File: config.mk
export PLATFORM = sky130hd
export DESIGN_NAME = json_string_array_extractor_core
export DESIGN_NICKNAME = d
export VERILOG_FILES = /design/src/rtl/jsae_pkg.sv /design/src/rtl/json_string_array_extractor_core.sv /design/src/rtl/jsae_front.sv /design/src/rtl/jsae_queue.sv /design/src/rtl/jsae_back.sv
export SDC_FILE = /design/constraint.sdc
export NUM_CORES = 1
export LEC_CHECK = 0
export ABC_AREA = 1
export BUFFER_PORTS_ARGS = -buffer_cell sky130_fd_sc_hd__buf_4
export CAP_MARGIN = 5
export CELL_PAD_IN_SITES_DETAIL_PLACEMENT = 1
export CELL_PAD_IN_SITES_GLOBAL_PLACEMENT = 1
export CORE_MARGIN = 8
export CORE_UTILIZATION = 42
export DETAILED_ROUTE_END_ITERATION = 10
export HOLD_SLACK_MARGIN = 0.12
export PLACE_DENSITY = 0.86
export SYNTH_ARGS = -nofsm -noshare
export SYNTH_HDL_FRONTEND = slang
export SYNTH_HIERARCHICAL = 1
export SYNTH_SLANG_ARGS = --single-unit
File: constraint.sdc
create_clock -name clk -period 5.75 [get_ports clk]
set_input_delay 0.2875 -clock clk [delete_from_list [all_inputs] [get_ports clk]]
set_output_delay 0.2875 -clock clk [all_outputs]
set_load 0.005 [all_outputs]
File: src/rtl/jsae_pkg.sv
// jsae_pkg: shared widths, codes, character constants and the work word type
// for the json string array extractor.
// No dependencies; imported by every module of the block.
package jsae_pkg;

	// field widths
	localparam int BYTE_W     = 8;
	localparam int KIND_W     = 2;
	localparam int IDX_W      = 6;
	localparam int POS_W      = 5;
	localparam int CNT_W      = 7;
	localparam int STAT_W     = 2;
	localparam int KEY_LEN_W  = 5;
	localparam int KEY_WORD_W = 64;
	localparam int CFG_IDX_W  = 2;
	localparam int CFG_DATA_W = 64;

	// queue between front and back
	localparam int QUEUE_DEPTH = 4;
	localparam int QPTR_W      = 2;
	localparam int QCNT_W      = 3;

	// register reset values
	localparam logic [CNT_W-1:0] MAX_NAMES_RESET = 7'd64;

	// character constants
	localparam logic [BYTE_W-1:0] CH_NUL    = 8'h00;
	localparam logic [BYTE_W-1:0] CH_COLON  = 8'h3A;
	localparam logic [BYTE_W-1:0] CH_LBRACK = 8'h5B;
	localparam logic [BYTE_W-1:0] CH_RBRACK = 8'h5D;
	localparam logic [BYTE_W-1:0] CH_QUOTE  = 8'h22;
	localparam logic [BYTE_W-1:0] CH_BSLASH = 8'h5C;
	localparam logic [BYTE_W-1:0] CH_SPACE  = 8'h20;
	localparam logic [BYTE_W-1:0] CH_TAB    = 8'h09;
	localparam logic [BYTE_W-1:0] CH_LF     = 8'h0A;
	localparam logic [BYTE_W-1:0] CH_CR     = 8'h0D;

	// configuration register indexes
	typedef enum logic [CFG_IDX_W-1:0] {
		CFG_KEY_LENGTH = 2'd0,
		CFG_KEY_LOW    = 2'd1,
		CFG_KEY_HIGH   = 2'd2,
		CFG_MAX_NAMES  = 2'd3
	} cfg_reg_t;

	// result kinds
	typedef enum logic [KIND_W-1:0] {
		KIND_CHAR   = 2'd0,
		KIND_END    = 2'd1,
		KIND_FINISH = 2'd2
	} kind_t;

	// finish status codes
	typedef enum logic [STAT_W-1:0] {
		ST_OK         = 2'd0,
		ST_NO_KEY     = 2'd1,
		ST_NO_COLON   = 2'd2,
		ST_NO_BRACKET = 2'd3
	} status_t;

	// everything one byte produces: at most a character, an element end and
	// a finish, always in that order
	typedef struct packed {
		logic                has_char;
		logic                has_end;
		logic                has_finish;
		logic [BYTE_W-1:0]   chr;
		logic [POS_W-1:0]    char_pos;
		logic [POS_W-1:0]    end_pos;
		logic [CNT_W-1:0]    elem_count;
		status_t             status;
	} work_t;

	// queue status seen by the front and the back
	typedef struct packed {
		logic full;
		logic empty;
	} q_status_t;

endpackage

File: src/rtl/json_string_array_extractor_core.sv
// json_string_array_extractor_core: top level of the string array extractor.
// Instantiates jsae_front, jsae_queue and jsae_back; depends on jsae_pkg.
//
// Usage:
//   Document bytes enter on doc_valid/doc_ready with doc_byte and last_byte;
//   a zero byte or last_byte ends the document. Results leave on
//   result_valid/result_ready, one word per handshake: characters of each
//   array element, an element end word and one finish word with the status
//   and element count. last_result marks the final word caused by a byte.
//   Key and element limit are written on cfg_write/cfg_index/cfg_data, by
//   the user only while no document is in flight; not enforced by the block.
// Timing:
//   One byte per cycle. A taken byte is parsed and its work word queued at
//   once; the output register loads it once all results of the word before
//   have been handed out, and a byte holds the output for one handshake per
//   result. A four-entry work queue absorbs these bursts and receiver
//   stalls; the byte input stalls only when that queue is full.
// Reset:
//   arst_n clears the parse state, queue and output; registers return to
//   key length 0, key bytes 0 and element limit 64.
module json_string_array_extractor_core #(
	parameter int MAX_KEY_BYTES = 16,
	parameter int NAME_CAPACITY = 32,
	parameter int MAX_ELEMENTS  = 64
) (
	input  logic                           clk,
	input  logic                           arst_n,
	input  logic                           cfg_write,
	input  logic [jsae_pkg::CFG_IDX_W-1:0]  cfg_index,
	input  logic [jsae_pkg::CFG_DATA_W-1:0] cfg_data,
	input  logic                           doc_valid,
	output logic                           doc_ready,
	input  logic [jsae_pkg::BYTE_W-1:0]    doc_byte,
	input  logic                           last_byte,
	output logic                           result_valid,
	input  logic                           result_ready,
	output logic [jsae_pkg::KIND_W-1:0]    result_kind,
	output logic [jsae_pkg::IDX_W-1:0]     name_index,
	output logic [jsae_pkg::POS_W-1:0]     char_position,
	output logic [jsae_pkg::BYTE_W-1:0]    char_value,
	output logic [jsae_pkg::STAT_W-1:0]    finish_status,
	output logic [jsae_pkg::CNT_W-1:0]     name_count,
	output logic                           last_result
);
	import jsae_pkg::*;

	q_status_t q_stat;
	work_t     push_word;
	work_t     pop_word;
	logic      push;
	logic      pop;

	// byte parser
	jsae_front #(
		.MAX_KEY_BYTES(MAX_KEY_BYTES),
		.NAME_CAPACITY(NAME_CAPACITY),
		.MAX_ELEMENTS (MAX_ELEMENTS)
	) u_front (
		.clk      (clk),
		.arst_n   (arst_n),
		.cfg_write(cfg_write),
		.cfg_index(cfg_index),
		.cfg_data (cfg_data),
		.doc_valid(doc_valid),
		.doc_ready(doc_ready),
		.doc_byte (doc_byte),
		.last_byte(last_byte),
		.q_stat   (q_stat),
		.push     (push),
		.work     (push_word)
	);

	// work queue
	jsae_queue u_queue (
		.clk      (clk),
		.arst_n   (arst_n),
		.push     (push),
		.push_word(push_word),
		.pop      (pop),
		.pop_word (pop_word),
		.q_stat   (q_stat)
	);

	// result output
	jsae_back u_back (
		.clk          (clk),
		.arst_n       (arst_n),
		.q_stat       (q_stat),
		.pop_word     (pop_word),
		.pop          (pop),
		.result_valid (result_valid),
		.result_ready (result_ready),
		.result_kind  (result_kind),
		.name_index   (name_index),
		.char_position(char_position),
		.char_value   (char_value),
		.finish_status(finish_status),
		.name_count   (name_count),
		.last_result  (last_result)
	);

endmodule

File: src/rtl/jsae_front.sv
// jsae_front: configuration registers, key window compare and parse phase.
// Turns each accepted byte into at most one work word for the queue.
// Depends on jsae_pkg.
module jsae_front #(
	parameter int MAX_KEY_BYTES = 16,
	parameter int NAME_CAPACITY = 32,
	parameter int MAX_ELEMENTS  = 64
) (
	input  logic                         clk,
	input  logic                         arst_n,
	input  logic                         cfg_write,
	input  logic [jsae_pkg::CFG_IDX_W-1:0]  cfg_index,
	input  logic [jsae_pkg::CFG_DATA_W-1:0] cfg_data,
	input  logic                         doc_valid,
	output logic                         doc_ready,
	input  logic [jsae_pkg::BYTE_W-1:0]  doc_byte,
	input  logic                         last_byte,
	input  jsae_pkg::q_status_t          q_stat,
	output logic                         push,
	output jsae_pkg::work_t              work
);
	import jsae_pkg::*;

	localparam int CI_W     = (NAME_CAPACITY > 2) ? $clog2(NAME_CAPACITY) : 1;
	localparam int KLEN_CAP = (MAX_KEY_BYTES > 31) ? 31 : MAX_KEY_BYTES;
	localparam int LIM_CAP  = (MAX_ELEMENTS > 127) ? 127 : MAX_ELEMENTS;
	localparam int WIN_D    = MAX_KEY_BYTES + 1;
	localparam logic [CI_W-1:0] CI_LAST = CI_W'(NAME_CAPACITY - 1);

	typedef enum logic [8:0] {
		PH_SEARCH      = 9'b000000001,
		PH_AFTER_KEY   = 9'b000000010,
		PH_AFTER_COLON = 9'b000000100,
		PH_IN_ARRAY    = 9'b000001000,
		PH_IN_NAME     = 9'b000010000,
		PH_NAME_ESC    = 9'b000100000,
		PH_DISCARD     = 9'b001000000,
		PH_DISCARD_ESC = 9'b010000000,
		PH_DONE        = 9'b100000000
	} phase_t;

	// configuration registers
	logic [KEY_LEN_W-1:0]  key_length_q;
	logic [KEY_WORD_W-1:0] key_low_q;
	logic [KEY_WORD_W-1:0] key_high_q;
	logic [CNT_W-1:0]      max_names_q;

	// parse state
	phase_t             phase_q;
	logic [CNT_W-1:0]   ec_q;
	logic [CI_W-1:0]    ci_q;
	logic [BYTE_W-1:0]  window_q [WIN_D];

	logic                doc_fire;
	logic                byte_zero;
	logic                end_doc;
	logic [KEY_LEN_W-1:0] klen;
	logic [CNT_W-1:0]    lim;
	logic [2*KEY_WORD_W-1:0] key_vec;
	logic                key_hit;

	phase_t             ph_n;
	logic [CNT_W-1:0]   ec_n;
	logic [CI_W-1:0]    ci_n;
	logic               put_req;
	logic               end_req;
	logic               cap_end;

	function automatic logic is_ws(input logic [BYTE_W-1:0] b);
		return (b == CH_SPACE) || (b == CH_TAB) || (b == CH_LF) || (b == CH_CR);
	endfunction

	assign doc_ready = !q_stat.full;
	assign doc_fire  = doc_valid && doc_ready;
	assign byte_zero = (doc_byte == CH_NUL);
	assign end_doc   = byte_zero || last_byte;
	assign push      = doc_fire && (work.has_char || work.has_end || work.has_finish);

	// clamped key length and element limit
	assign klen = (key_length_q > KEY_LEN_W'(KLEN_CAP)) ? KEY_LEN_W'(KLEN_CAP) : key_length_q;
	assign lim  = (max_names_q > CNT_W'(LIM_CAP)) ? CNT_W'(LIM_CAP) : max_names_q;
	assign key_vec = {key_high_q, key_low_q};

	// window compare: newest byte is the closing quote, oldest used tap the
	// opening quote, key bytes in between from newest to oldest
	always_comb begin
		logic [6:0]        pos7;
		logic [6:0]        klen7;
		logic [6:0]        kj;
		logic [BYTE_W-1:0] want;
		key_hit = (doc_byte == CH_QUOTE);
		klen7   = 7'(klen);
		for (int p = 0; p < WIN_D; p++) begin
			pos7 = 7'(p);
			kj   = klen7 - 7'd1 - pos7;
			want = CH_QUOTE;
			if (pos7 < klen7) begin
				want = (kj < 7'd16) ? key_vec[{kj[3:0], 3'b000} +: BYTE_W] : CH_NUL;
			end
			if ((pos7 <= klen7) && (window_q[p] != want)) begin
				key_hit = 1'b0;
			end
		end
	end

	// next state and work word for the current byte
	always_comb begin
		ph_n    = phase_q;
		ec_n    = ec_q;
		ci_n    = ci_q;
		put_req = 1'b0;
		end_req = 1'b0;
		cap_end = 1'b0;
		work    = '0;
		work.elem_count = ec_q;
		if (phase_q != PH_DONE) begin
			// byte itself
			if (!byte_zero) begin
				case (phase_q)
					PH_SEARCH: begin
						if (key_hit) ph_n = PH_AFTER_KEY;
					end
					PH_AFTER_KEY: begin
						if (doc_byte == CH_COLON) begin
							ph_n = PH_AFTER_COLON;
						end else if (!is_ws(doc_byte)) begin
							work.has_finish = 1'b1;
							work.status     = ST_NO_COLON;
							ph_n            = PH_DONE;
						end
					end
					PH_AFTER_COLON: begin
						if (doc_byte == CH_LBRACK) begin
							if (ec_q >= lim) begin
								work.has_finish = 1'b1;
								work.status     = ST_OK;
								ph_n            = PH_DONE;
							end else begin
								ph_n = PH_IN_ARRAY;
							end
						end else if (!is_ws(doc_byte)) begin
							work.has_finish = 1'b1;
							work.status     = ST_NO_BRACKET;
							ph_n            = PH_DONE;
						end
					end
					PH_IN_ARRAY: begin
						if (doc_byte == CH_RBRACK) begin
							work.has_finish = 1'b1;
							work.status     = ST_OK;
							ph_n            = PH_DONE;
						end else if (doc_byte == CH_QUOTE) begin
							ph_n = PH_IN_NAME;
							ci_n = '0;
						end
					end
					PH_IN_NAME: begin
						if (doc_byte == CH_QUOTE) begin
							end_req = 1'b1;
						end else if (doc_byte == CH_BSLASH) begin
							ph_n = PH_NAME_ESC;
						end else begin
							put_req  = 1'b1;
							work.chr = doc_byte;
						end
					end
					PH_NAME_ESC: begin
						put_req  = 1'b1;
						work.chr = doc_byte;
					end
					PH_DISCARD: begin
						if (doc_byte == CH_BSLASH) ph_n = PH_DISCARD_ESC;
						else if (doc_byte == CH_QUOTE) ph_n = PH_IN_ARRAY;
					end
					default: begin
						ph_n = PH_DISCARD;
					end
				endcase
			end
			// dangling backslash at document end is itself a character
			if (end_doc && (ph_n == PH_NAME_ESC) && !put_req) begin
				put_req  = 1'b1;
				work.chr = CH_BSLASH;
			end
			// character output, ending the element when full
			if (put_req) begin
				work.has_char = 1'b1;
				work.char_pos = POS_W'(ci_n);
				ci_n          = ci_n + CI_W'(1);
				ph_n          = PH_IN_NAME;
				if (ci_n >= CI_LAST) begin
					end_req = 1'b1;
					cap_end = 1'b1;
				end
			end
			// document end closes an open element
			if (end_doc && (ph_n == PH_IN_NAME)) begin
				end_req = 1'b1;
			end
			// element end
			if (end_req) begin
				work.has_end = 1'b1;
				work.end_pos = POS_W'(ci_n);
				ec_n         = ec_n + CNT_W'(1);
				if (ec_n >= lim) begin
					work.has_finish = 1'b1;
					work.status     = ST_OK;
					ph_n            = PH_DONE;
				end else begin
					ph_n = cap_end ? PH_DISCARD : PH_IN_ARRAY;
				end
			end
			// finish at document end
			if (end_doc && !work.has_finish) begin
				work.has_finish = 1'b1;
				case (ph_n)
					PH_SEARCH:      work.status = ST_NO_KEY;
					PH_AFTER_KEY:   work.status = ST_NO_COLON;
					PH_AFTER_COLON: work.status = ST_NO_BRACKET;
					default:        work.status = ST_OK;
				endcase
				ph_n = PH_DONE;
			end
		end
		// every document end starts a fresh document
		if (end_doc) begin
			ph_n = PH_SEARCH;
			ec_n = '0;
			ci_n = '0;
		end
	end

	// configuration writes
	always_ff @(posedge clk or negedge arst_n) begin
		if (!arst_n) begin
			key_length_q <= '0;
			key_low_q    <= '0;
			key_high_q   <= '0;
			max_names_q  <= MAX_NAMES_RESET;
		end else if (cfg_write) begin
			case (cfg_index)
				CFG_KEY_LENGTH: key_length_q <= cfg_data[KEY_LEN_W-1:0];
				CFG_KEY_LOW:    key_low_q    <= cfg_data[KEY_WORD_W-1:0];
				CFG_KEY_HIGH:   key_high_q   <= cfg_data[KEY_WORD_W-1:0];
				CFG_MAX_NAMES:  max_names_q  <= cfg_data[CNT_W-1:0];
				default: ;
			endcase
		end
	end

	// parse state
	always_ff @(posedge clk or negedge arst_n) begin
		if (!arst_n) begin
			phase_q <= PH_SEARCH;
			ec_q    <= '0;
			ci_q    <= '0;
		end else if (doc_fire) begin
			phase_q <= ph_n;
			ec_q    <= ec_n;
			ci_q    <= ci_n;
		end
	end

	// key window shifts only while searching
	always_ff @(posedge clk or negedge arst_n) begin
		if (!arst_n) begin
			for (int i = 0; i < WIN_D; i++) window_q[i] <= '0;
		end else if (doc_fire) begin
			if (end_doc) begin
				for (int i = 0; i < WIN_D; i++) window_q[i] <= '0;
			end else if (phase_q == PH_SEARCH) begin
				for (int i = WIN_D - 1; i > 0; i--) window_q[i] <= window_q[i-1];
				window_q[0] <= doc_byte;
			end
		end
	end

	// a character is only taken while the element has room
	a_char_room: assert property (@(posedge clk) disable iff (!arst_n)
		doc_fire && work.has_char && (phase_q == PH_IN_NAME || phase_q == PH_NAME_ESC)
			|-> ci_q < CI_LAST)
		else $error("character taken with element already full");

	// an element end that does not finish leaves the parser between elements or skipping a cut element
	a_end_phase: assert property (@(posedge clk) disable iff (!arst_n)
		doc_fire && work.has_end && !work.has_finish && !end_doc
			|=> (phase_q == PH_IN_ARRAY || phase_q == PH_DISCARD))
		else $error("element end left parser in wrong phase");

endmodule

File: src/rtl/jsae_queue.sv
// jsae_queue: short work word queue between front and back.
// Lets the front keep taking bytes while the back waits on the receiver.
// Depends on jsae_pkg.
module jsae_queue (
	input  logic                clk,
	input  logic                arst_n,
	input  logic                push,
	input  jsae_pkg::work_t     push_word,
	input  logic                pop,
	output jsae_pkg::work_t     pop_word,
	output jsae_pkg::q_status_t q_stat
);
	import jsae_pkg::*;

	work_t              mem_q [QUEUE_DEPTH];
	logic [QPTR_W-1:0]  wr_ptr_q;
	logic [QPTR_W-1:0]  rd_ptr_q;
	logic [QCNT_W-1:0]  count_q;

	assign q_stat.full  = (count_q == QCNT_W'(QUEUE_DEPTH));
	assign q_stat.empty = (count_q == '0);
	assign pop_word     = mem_q[rd_ptr_q];

	// storage
	always_ff @(posedge clk) begin
		if (push) mem_q[wr_ptr_q] <= push_word;
	end

	// pointers and fill level
	always_ff @(posedge clk or negedge arst_n) begin
		if (!arst_n) begin
			wr_ptr_q <= '0;
			rd_ptr_q <= '0;
			count_q  <= '0;
		end else begin
			if (push) wr_ptr_q <= wr_ptr_q + QPTR_W'(1);
			if (pop)  rd_ptr_q <= rd_ptr_q + QPTR_W'(1);
			case ({push, pop})
				2'b10:   count_q <= count_q + QCNT_W'(1);
				2'b01:   count_q <= count_q - QCNT_W'(1);
				default: count_q <= count_q;
			endcase
		end
	end

	a_no_overflow: assert property (@(posedge clk) disable iff (!arst_n)
		push && !pop |-> !q_stat.full)
		else $error("queue written while full");

	a_no_underflow: assert property (@(posedge clk) disable iff (!arst_n)
		pop |-> !q_stat.empty)
		else $error("queue read while empty");

endmodule

File: src/rtl/jsae_back.sv
// jsae_back: unpacks work words into single results, one word per handshake.
// Holds one work word and a mask of the results still owed from it.
// Depends on jsae_pkg.
module jsae_back (
	input  logic                        clk,
	input  logic                        arst_n,
	input  jsae_pkg::q_status_t         q_stat,
	input  jsae_pkg::work_t             pop_word,
	output logic                        pop,
	output logic                        result_valid,
	input  logic                        result_ready,
	output logic [jsae_pkg::KIND_W-1:0] result_kind,
	output logic [jsae_pkg::IDX_W-1:0]  name_index,
	output logic [jsae_pkg::POS_W-1:0]  char_position,
	output logic [jsae_pkg::BYTE_W-1:0] char_value,
	output logic [jsae_pkg::STAT_W-1:0] finish_status,
	output logic [jsae_pkg::CNT_W-1:0]  name_count,
	output logic                        last_result
);
	import jsae_pkg::*;

	// pending mask: bit 0 character, bit 1 element end, bit 2 finish
	work_t       word_q;
	logic [2:0]  pend_q;
	logic [2:0]  pend_rest;
	logic        take;
	logic        load;

	assign result_valid = |pend_q;
	assign pend_rest    = pend_q & (pend_q - 3'd1);
	assign last_result  = (pend_rest == 3'b000);
	assign take         = result_valid && result_ready;
	assign load         = (!result_valid || (take && last_result)) && !q_stat.empty;
	assign pop          = load;

	// present the oldest owed result
	always_comb begin
		result_kind   = KIND_FINISH;
		name_index    = '0;
		char_position = '0;
		char_value    = '0;
		finish_status = word_q.status;
		name_count    = word_q.elem_count + CNT_W'(word_q.has_end);
		if (pend_q[0]) begin
			result_kind   = KIND_CHAR;
			name_index    = word_q.elem_count[IDX_W-1:0];
			char_position = word_q.char_pos;
			char_value    = word_q.chr;
			finish_status = ST_OK;
			name_count    = word_q.elem_count;
		end else if (pend_q[1]) begin
			result_kind   = KIND_END;
			name_index    = word_q.elem_count[IDX_W-1:0];
			char_position = word_q.end_pos;
			finish_status = ST_OK;
			name_count    = word_q.elem_count + CNT_W'(1);
		end
	end

	// output word register
	always_ff @(posedge clk) begin
		if (load) word_q <= pop_word;
	end

	// owed results
	always_ff @(posedge clk or negedge arst_n) begin
		if (!arst_n) begin
			pend_q <= '0;
		end else if (load) begin
			pend_q <= {pop_word.has_finish, pop_word.has_end, pop_word.has_char};
		end else if (take) begin
			pend_q <= pend_rest;
		end
	end

	// a finish always closes the results of its byte
	a_finish_last: assert property (@(posedge clk) disable iff (!arst_n)
		result_valid && (result_kind == KIND_FINISH) |-> last_result)
		else $error("finish result not marked last");

endmodule

# [Yosys cells after proc, flatten, opt, wreduce, memory -nomap -nowiden]
# Memory sizes are Yosys's and may differ from the RTL's.
# Cells that the tools add are included.
[classes] magnitude_cmp=55 bitwise=1 add_sub_neg=26 n_mux=152 n_shift=17 reduce_logical=54 n_eq_ne=45
[op_table] op="$shiftx A128 B8 Y8" count=17
[op_table] op="$mux W8" count=38
[op_table] op="$mux W136" count=2
[op_table] op="$mux W9" count=22
[op_table] op="$ne A8 B8 Y1" count=17
[op_table] op="$lt A7 B5 Y1 const B" count=17
[op_table] op="$mux W5" count=13
[op_table] op="$pmux W9 S7" count=1
[op_table] op="$sub A7 B4 Y7 const B" count=8
[op_table] op="$mux W7" count=7
[op_table] op="$mux W1" count=43
[op_table] op="$le A4 B5 Y1 const A" count=8
[op_table] op="$lt A4 B5 Y1 const A" count=8
[op_table] op="$mux W2" count=15
[op_table] op="$sub A7 B3 Y7 const B" count=4
[op_table] op="$logic_and A1 B1 Y1" count=25
[op_table] op="$eq A8 B4 Y1 const B" count=3
[op_table] op="$eq A8 B6 Y1 const B" count=3
[op_table] op="$eq A8 B7 Y1 const B" count=3
[op_table] op="$mux W21" count=1
[op_table] op="$le A3 B5 Y1 const A" count=4
[op_table] op="$lt A3 B5 Y1 const A" count=4
[op_table] op="$eq A9 B1 Y1 const B" count=2
[op_table] op="$eq A9 B2 Y1 const B" count=2
[op_table] op="47 further kinds" count=83
[word_totals] output_inout_bits=33 in_bits=80 ff_bits=335 mem_count=1 ramBits=120
[mem_list] name="u_queue.mem_q" depth=4 width=30 read_ports=1 rd_clocked_by_memory_dff=0 wr=1 line="jsae_queue.sv:15" source="work_t mem_q [QUEUE_DEPTH];"

# [Depth between registers and ports, before layout]
# Gate-level depths: netlist of run 1.
[logic_depth] depth_word=51 mapped_depth=55 depth_no_buf=47

# [Cells and area by module]
# Netlist of run 1, hierarchy kept.
[by_module_without_submodules] mod="jsae_front" area_per_inst_um2=23293.6 seq_area_each_um2=7434.6 cells_each=3835 n_inst=1
[by_module_without_submodules] mod="jsae_queue" area_per_inst_um2=5252.5 seq_area_each_um2=3778.6 cells_each=399 n_inst=1
[by_module_without_submodules] mod="jsae_back" area_per_inst_um2=1371.3 seq_area_each_um2=915.9 cells_each=120 n_inst=1

# [Worst setup path after synthesis of run 1]
# OpenSTA, ideal clock, no wires.
[synth_path] path_kind="register to register" from="register u_front.key_length_q[1]" to="memory u_queue/mem_q[1][0] (netlist bit) (enable)" path_slack_ns=-0.451 n_path_buf=7 stages_incl_launch_ff=44 setup_time_ns=0.385 t_arrival_ns=5.817 period_less_slack_ns=6.201 cell_sequence="dfrtp_1 -> nor2_4 -> nand2_1 -> nand2_1 -> buf_4 -> nand2_2 -> buf_2 -> ha_1 -> clkbuf_1 -> inv_2 -> clkbuf_1 -> ha_1 -> clkbuf_1 -> inv_1 -> clkbuf_1 -> nand3_1 -> nand3_1 -> nand2_1 -> [8 not listed] -> a21oi_1 -> nand2_1 -> nor2_1 -> nand3_1 -> nand3_1 -> nand2_2 -> nor2_2 -> nand3_2 -> nand2_4 -> nand2_4 -> nand2_2 -> inv_1 -> nand2_1 -> nand2_1 -> a31oi_1 -> clkbuf_1 -> nand2_1 -> inv_1"
[synth_lines] item="start, declared" line="jsae_front.sv:43" source="logic [KEY_LEN_W-1:0] key_length_q;"
[synth_lines] item="start signal, assigned" line="jsae_front.sv:242" source="CFG_KEY_LENGTH: key_length_q <= cfg_data[KEY_LEN_W-1:0];"
[synth_lines] item="end, declared" line="jsae_queue.sv:15"

==> impl_metrics.yaml, run 1 <==
routing:
  via_count: 33400
  wl_um: 141000
  dr.pass1.iters: 6
  drtAntennaViolNets: 0
  drc: 0
  drtIter0Drc: 3675
  vias_per_cell: 5.92
  avgRoutedWirePerCell_um: 25.0
floorplan:
  start_util_pct: 42.1
  die_x_um: 283
  rows: 98
  die_y_um: 283
  ios: 113
  die-area_um2: 80000
  core_um2: 71000
synthesis:
  ys_seq_area_share_pct: 40.5
  synth_warnings: 6
  syn_inst: 4354
  synth_edf_count: 148
  avgSynthCellArea_um2: 6.87
  synthTopCellsByArea: "dfrtp_1, nand2_1, edfxtp_1"
  post-synth-top-area-fraction_pct: 25.5
  syn-num-nets: 4466
  ys_async_sr_fraction_pct: 67.5
  synthFlopType: "dfrtp_1"
  yosysUniqueCellTypes: 56
  netlist_area_um2: 29900
  synth-seq-cells: 455
  netlist.top_cell.by_area: "dfrtp_1"
worst_setup_path:
  crit_arrival_ns: 6.31
  crit_fanout: 8
  end_kind: "register"
  max_stage_delay_ns: 0.45
  crit_top_cell: "nand2_2"
  rr_worst_depth: 46
  rr_endpoint: "u_queue/count_q[2]"
  r2r_start: "u_front/key_length_q[0]"
  critPathLaunchType: "register"
  worstSetupPathType: "register to register"
  cp.required_ns: 6.24
  crit_slowest_cell: "dfrtp_2"
  rrSetupSlack_ns: -0.06
power:
  pwr-share-seq_pct: 24.6
  max-vdd-ir-drop_mv: 0.420
  p_sw_w: 0.00881
  swShare_pct: 48.2
  p_int_w: 0.00946
  power.leakage_nw: 18.0
  clock_power_share_pct: 19.6
  power_w: 0.0183
  power_density_nw_per_um2: 496
  combPwrFrac_pct: 55.8
placed_design:
  place_hpwl_um: 101000
  gp_congestion: 1.07
  io_buffers: 112
cells_and_area:
  multi_input_area_um2: 15500
  nNetsFinal: 4758
  final-seq-area_um2: 12100
  final_cell_mix: "nand2_1, nand3_1, inv_1, o21ai_0, buf_4"
  fin_util_pct: 51.9
  n_fill_cell: 8986
  area_delta_synth_final_pct: 23.1
  drive_gt1_share_pct: 15.4
  final_common_cell: "nand2_1"
clock_tree:
  clk_pin_slew_ns: 0.07
  cts_tree: "done"
  clkSinkCount: 455
  clock_latency_ns: 0.65
  clk_path_buf_depth: 3
  ctsHtreeMaxLevel: 2
  cts_root_buf: "clkbuf_16"
  cts_made_buffers: 51
status:
  violations: "negative setup slack"
  outcome: "finished with violations"
hold_path:
  hold_path_class: "input pin to register"
  hold_path_depth: 5
  hold_path_end: "u_front/key_low_q[3]"
  hp-start: "cfg_index[1]"
timing:
  slew_headroom_pct: 26.1
  tightestPinTransition_ns: 1.10
  drv_slew: 0
  post-route-min-period_ns: 5.81
  fin_crit_sh_pct: 101
  skew_ns: 0.0334
  worst_slack_ns: -0.0646
  final-setup-viol-count: 1
  setup_tns_ns: -0.0646
  hold_viol: 0
  max_freq_mhz: 172
grt:
  grt_use_total_pct: 33.9
  overflow: 0
  antenna_found_initial: 3
  grt_max_degree: 158
  grt_pass1_wl_um: 207000
  grt_pass1_vias: 33800
flow_run:
  drv_cap: 0
==> metal layers <==
metal / up-vias / wire, um / global-route usage [%]
li1: 14800 / - / -
met4: 2 / 12700 / 24.6
met2: 1695 / 65200 / 55.9
met1: 16300 / 51700 / 39.6
met5: - / 7 / 0
met3: 555 / 11200 / 6.00
==> cells by family (layout without fill, tap and decap cells) <==
logic type               after synthesis  count (layout)  synth area share (%)
other                                  0               1                     0
AO/OA/AOI/OAI                        533             533                  9.95
flip-flops                           455             455                  40.5
AND/OR/NAND/NOR                     2579            2579                  37.3
buffers and inverters                726            1059                  9.98
XOR/XNOR                              29              29                 0.912
adder cells (fa/ha/maj)               32              32                  1.36
==> worst max-delay path: cells and delay by family, from the launching register on <==
family | cells | cell delay, ns
AOI/OAI and AO/OA | 1 | 0.11
adders and majority gates | 4 | 1.21
buffers and inverters | 7 | 0.64
DFF | 1 | 0.45
and+or+nand+nor | 34 | 3.24
==> cell usage after synthesis, drive strengths merged (14+ instances only) <==
master	number
a21oi	30
o21ai	399
edfxtp	148
xor2	27
nor2	219
inv	497
dfrtp	305
o22ai	14
buf	110
ha	31
nand4	67
nor3	26
o211ai	65
nand3	763
nand2	1478
clkbuf	118
==> stage by stage <==
stage / cell area (um^2) / std cells / setup slack (ns) / hold WS [ns]
CTS: 35900 / 5615 / 0.00392 / 0.121
global placement: 33100 / 5440 / 0.101 / 0.272
global route: 36800 / 5637 / -0.226 / 0.137
floorplan: 29900 / 4354 / 0.00635 / -0.00809
finish: 36800 / 5638 / -0.0646 / 0.135
detailed placement: 33100 / 5440 / -0.379 / 0.277
==> power groups by stage <==
stage | registers, W | clock network (W) | logic (W)
after detailed placement | 0.00451 | 0 | 0.00888
after global routing | 0.00453 | 0.00372 | 0.0108
final | 0.00450 | 0.00357 | 0.0102
after floorplan | 0.00423 | 0 | 0.00527
after CTS | 0.00447 | 0.00360 | 0.00917
after global placement | 0.00447 | 0 | 0.00858
==> layout make-up <==
class                      instances  area share, %
sequential                       455           33.0
tap                              950           3.23
multi-input combinational       3173           42.1
clock inverter                    30           1.13
inverter                         498           5.16
antenna                            1        0.00680
timing repair buffer             467           11.6
clock buffer                      64           3.76
==> registers in the layout, summed over array words and instances (netlist names) <==
name	count
u_front/ec_q	7
u_front/key_length_q	5
u_back/word_q	28
u_front/phase_q	9
u_front/key_high_q	64
u_queue/count_q	3
u_queue/rd_ptr_q	2
u_queue/mem_q	120
u_front/ci_q	5
u_back/pend_q	3
u_front/key_low_q	64
u_queue/wr_ptr_q	2
u_front/window_q	136
u_front/max_names_q	7
==> repair_timing <==
action                     4_1_cts  5_1_grt
setup endpoints to repair      123      127
gates resized for setup         27      188
pin swaps                        3       60
buffers inserted                 1       14
hold buffers                    78        0
hold endpoints to repair       220        0
cloned                           2        8
==> worst max-delay path by stage <==
stage	startpoint	end	slack, ns	cells after the start
5_1_grt	u_front/key_length_q[4]	u_queue/count_q[2]	-0.23	38
2_1_floorplan	u_front/key_length_q[1]	u_queue/count_q[2]	0.006	51
6_report	u_front/key_length_q[0]	u_queue/count_q[2]	-0.06	46
4_1_cts	u_front/key_length_q[0]	u_queue/count_q[2]	0.004	44
3_5_place_dp	u_front/key_length_q[0]	u_queue/count_q[1]	-0.38	39
3_3_place_gp	u_front/key_length_q[0]	u_queue/count_q[2]	0.10	41
Power figures use the tool's default switching activity.
==> run 2: changes to the inputs <==
--- a/config.mk
+++ b/config.mk
@@ -13,8 +13,10 @@
 export CORE_MARGIN = 8
 export CORE_UTILIZATION = 42
 export DETAILED_ROUTE_END_ITERATION = 10
+export GPL_ROUTABILITY_DRIVEN = 0
 export HOLD_SLACK_MARGIN = 0.12
 export PLACE_DENSITY = 0.86
+export RECOVER_POWER = 50
 export SYNTH_ARGS = -nofsm -noshare
 export SYNTH_HDL_FRONTEND = slang
 export SYNTH_HIERARCHICAL = 1
==> run 2 against run 1 <==
Compared with the run above: the flow finishes with violations (max-capacitance violations, max-slew violations); sequential power about the same; critical path depth decreased by 7; first-iteration DRC count increased by 15%; wire length decreased by 0.50%; sequential share of layout area increased by 0.68 points; utilization decreased by 1.1 points; die area unchanged; largest power group unchanged.
==> impl_metrics.yaml, run 2 (same netlist as run 1, synthesis figures left out) <==
worst_setup_path:
  crit_fanout: 21
  crit_slowest_cell: "fa_2"
  end_kind: "register"
  rrSetupSlack_ns: 0.07
  critPathLaunchType: "register"
  max_stage_delay_ns: 0.43
  crit_arrival_ns: 6.25
  worstSetupPathType: "register to register"
  crit_top_cell: "nand3_1"
  cp.required_ns: 6.31
clock_tree:
  clkSinkCount: 455
  clk_path_buf_depth: 3
  cts_made_buffers: 52
  cts_tree: "done"
  clock_latency_ns: 0.65
  cts_root_buf: "clkbuf_16"
  clk_pin_slew_ns: 0.07
  ctsHtreeMaxLevel: 2
flow_run:
  drv_cap: 5
cells_and_area:
  nNetsFinal: 4722
  drive_gt1_share_pct: 13.0
  final_cell_mix: "nand2_1, nand3_1, inv_1, o21ai_0, dfrtp_1"
  top_regs: "u_front/window_q x136, u_queue/mem_q x120"
  largest_reg_flops: 136
  area_delta_synth_final_pct: 20.5
  regMostFlops: "u_front/window_q"
  final_cell_area_um2: 36100
  fin_util_pct: 50.8
  final_common_cell: "nand2_1"
floorplan:
  die_x_um: 283
  core_um2: 71000
  die_y_um: 283
  start_util_pct: 42.1
  ios: 113
  rows: 98
  die-area_um2: 80000
routing:
  via_count: 33700
  vias_per_cell: 6.02
  drc: 0
  drtIter0Drc: 4210
  wl_um: 140000
  drtAntennaViolNets: 0
  dr.pass1.iters: 11
  avgRoutedWirePerCell_um: 25.0
timing:
  max_freq_mhz: 176
  final-setup-viol-count: 0
  post-route-min-period_ns: 5.68
  whs_ns: 0.334
  setup_tns_ns: 0
  hold_viol: 0
  tightestPinTransition_ns: 4.64
  drv_slew: 369
  slew_headroom_pct: -210
  fin_crit_sh_pct: 98.8
  skew_ns: 0.0471
hold_path:
  hold_path_class: "input pin to register"
power:
  power_density_nw_per_um2: 495
  max-vdd-ir-drop_mv: 0.387
  power.leakage_nw: 17.6
  power_w: 0.0178
grt:
  grt_pass1_wl_um: 206000
  grt_use_total_pct: 33.6
  grt_pass1_vias: 34000
  overflow: 0
  grt_max_degree: 161
  antenna_found_initial: 8
status:
  outcome: "finished with violations"
  violations: "max-capacitance violations, max-slew violations"
placed_design:
  io_buffers: 112
  place_hpwl_um: 98800
  place_area_um2: 32900
[run 2: cell types whose count changed in the layout (fill, tap and decap cells not counted), sizes merged]
cell | previous run | this run
buf | 379 | 337
clkbuf | 72 | 92
clkinv | 18 | 12
bufinv | 8 | 4
bufbuf | 2 | 0
clkinvlp | 5 | 6
diode | 1 | 2
dlygate4sd3 | 78 | 79
inv | 497 | 496
[run 2: layout make-up]
| cell class | count | area, um^2 |
|---|---|---|
| Multi-Input combinational cell | 3173 | 15200 |
| Timing Repair inverter | 1 | 7.51 |
| Inverter | 498 | 1900 |
| Clock buffer | 79 | 1550 |
| Timing Repair Buffer | 429 | 3840 |
| Sequential cell | 455 | 12100 |
| Antenna cell | 2 | 5.00 |
| Clock inverter | 19 | 270 |
| Tap cell | 950 | 1190 |
| Fill cell | 8996 | 34900 |
[run 2: metal layers]
metal	up-vias	global-route usage, %	routed length [um]
li1	14700	-	-
met1	16400	38.5	49100
met2	1951	54.6	62700
met3	652	7.99	14500
met4	6	24.6	13700
met5	-	0	93
[run 2: power by group]
| part | internal [W] | switching, W | total, W |
|---|---|---|---|
| combinational | 0.00312 | 0.00669 | 0.00981 |
| sequential | 0.00394 | 0.000525 | 0.00447 |
| clock | 0.00206 | 0.00149 | 0.00356 |
| total | 0.00913 | 0.00870 | 0.0178 |
[run 2: path summary, 6_finish.rpt]
path / start / end / cells past startpoint
max: u_front/key_length_q[1] / u_queue/count_q[1] / 39
min: doc_valid / u_front/window_q[76] / 5
max reg2reg: u_front/key_length_q[1] / u_queue/count_q[1] / 39
min reg2reg: u_front/max_names_q[1] / u_front/max_names_q[1] / 2
max in group asynchronous: arst_n / u_front/window_q[34] / 3
min in group asynchronous: arst_n / u_front/key_high_q[59] / 2
[run 2: critical path, delay by kind of cell, from the launching register on]
kind | cells | cell delay (ns)
AOI/OAI and AO/OA | 3 | 0.55
adders and majority gates | 3 | 0.84
DFF | 1 | 0.42
and+or+nand+nor | 24 | 2.61
buffers and inverters | 9 | 1.15
[run 2: stage by stage]
| stage | instances | setup WS [ns] |
|---|---|---|
| finish | 5606 | 0.0693 |
| global route | 5604 | -0.228 |
| CTS | 5587 | 0.00949 |
| detailed placement | 5410 | -0.0517 |
| global placement | 5410 | 0.156 |
| floorplan | 4354 | 0.00635 |
[run 2: timing repair]
| action | in CTS | in global routing |
|---|---|---|
| resized for setup | 10 | 117 |
| setup endpoints to repair | 2 | 127 |
| gates cloned | 0 | 6 |
| hold buffers | 79 | 0 |
| hold endpoints to repair | 238 | 0 |
| pin swaps | 0 | 24 |
| setup buffers | 0 | 11 |
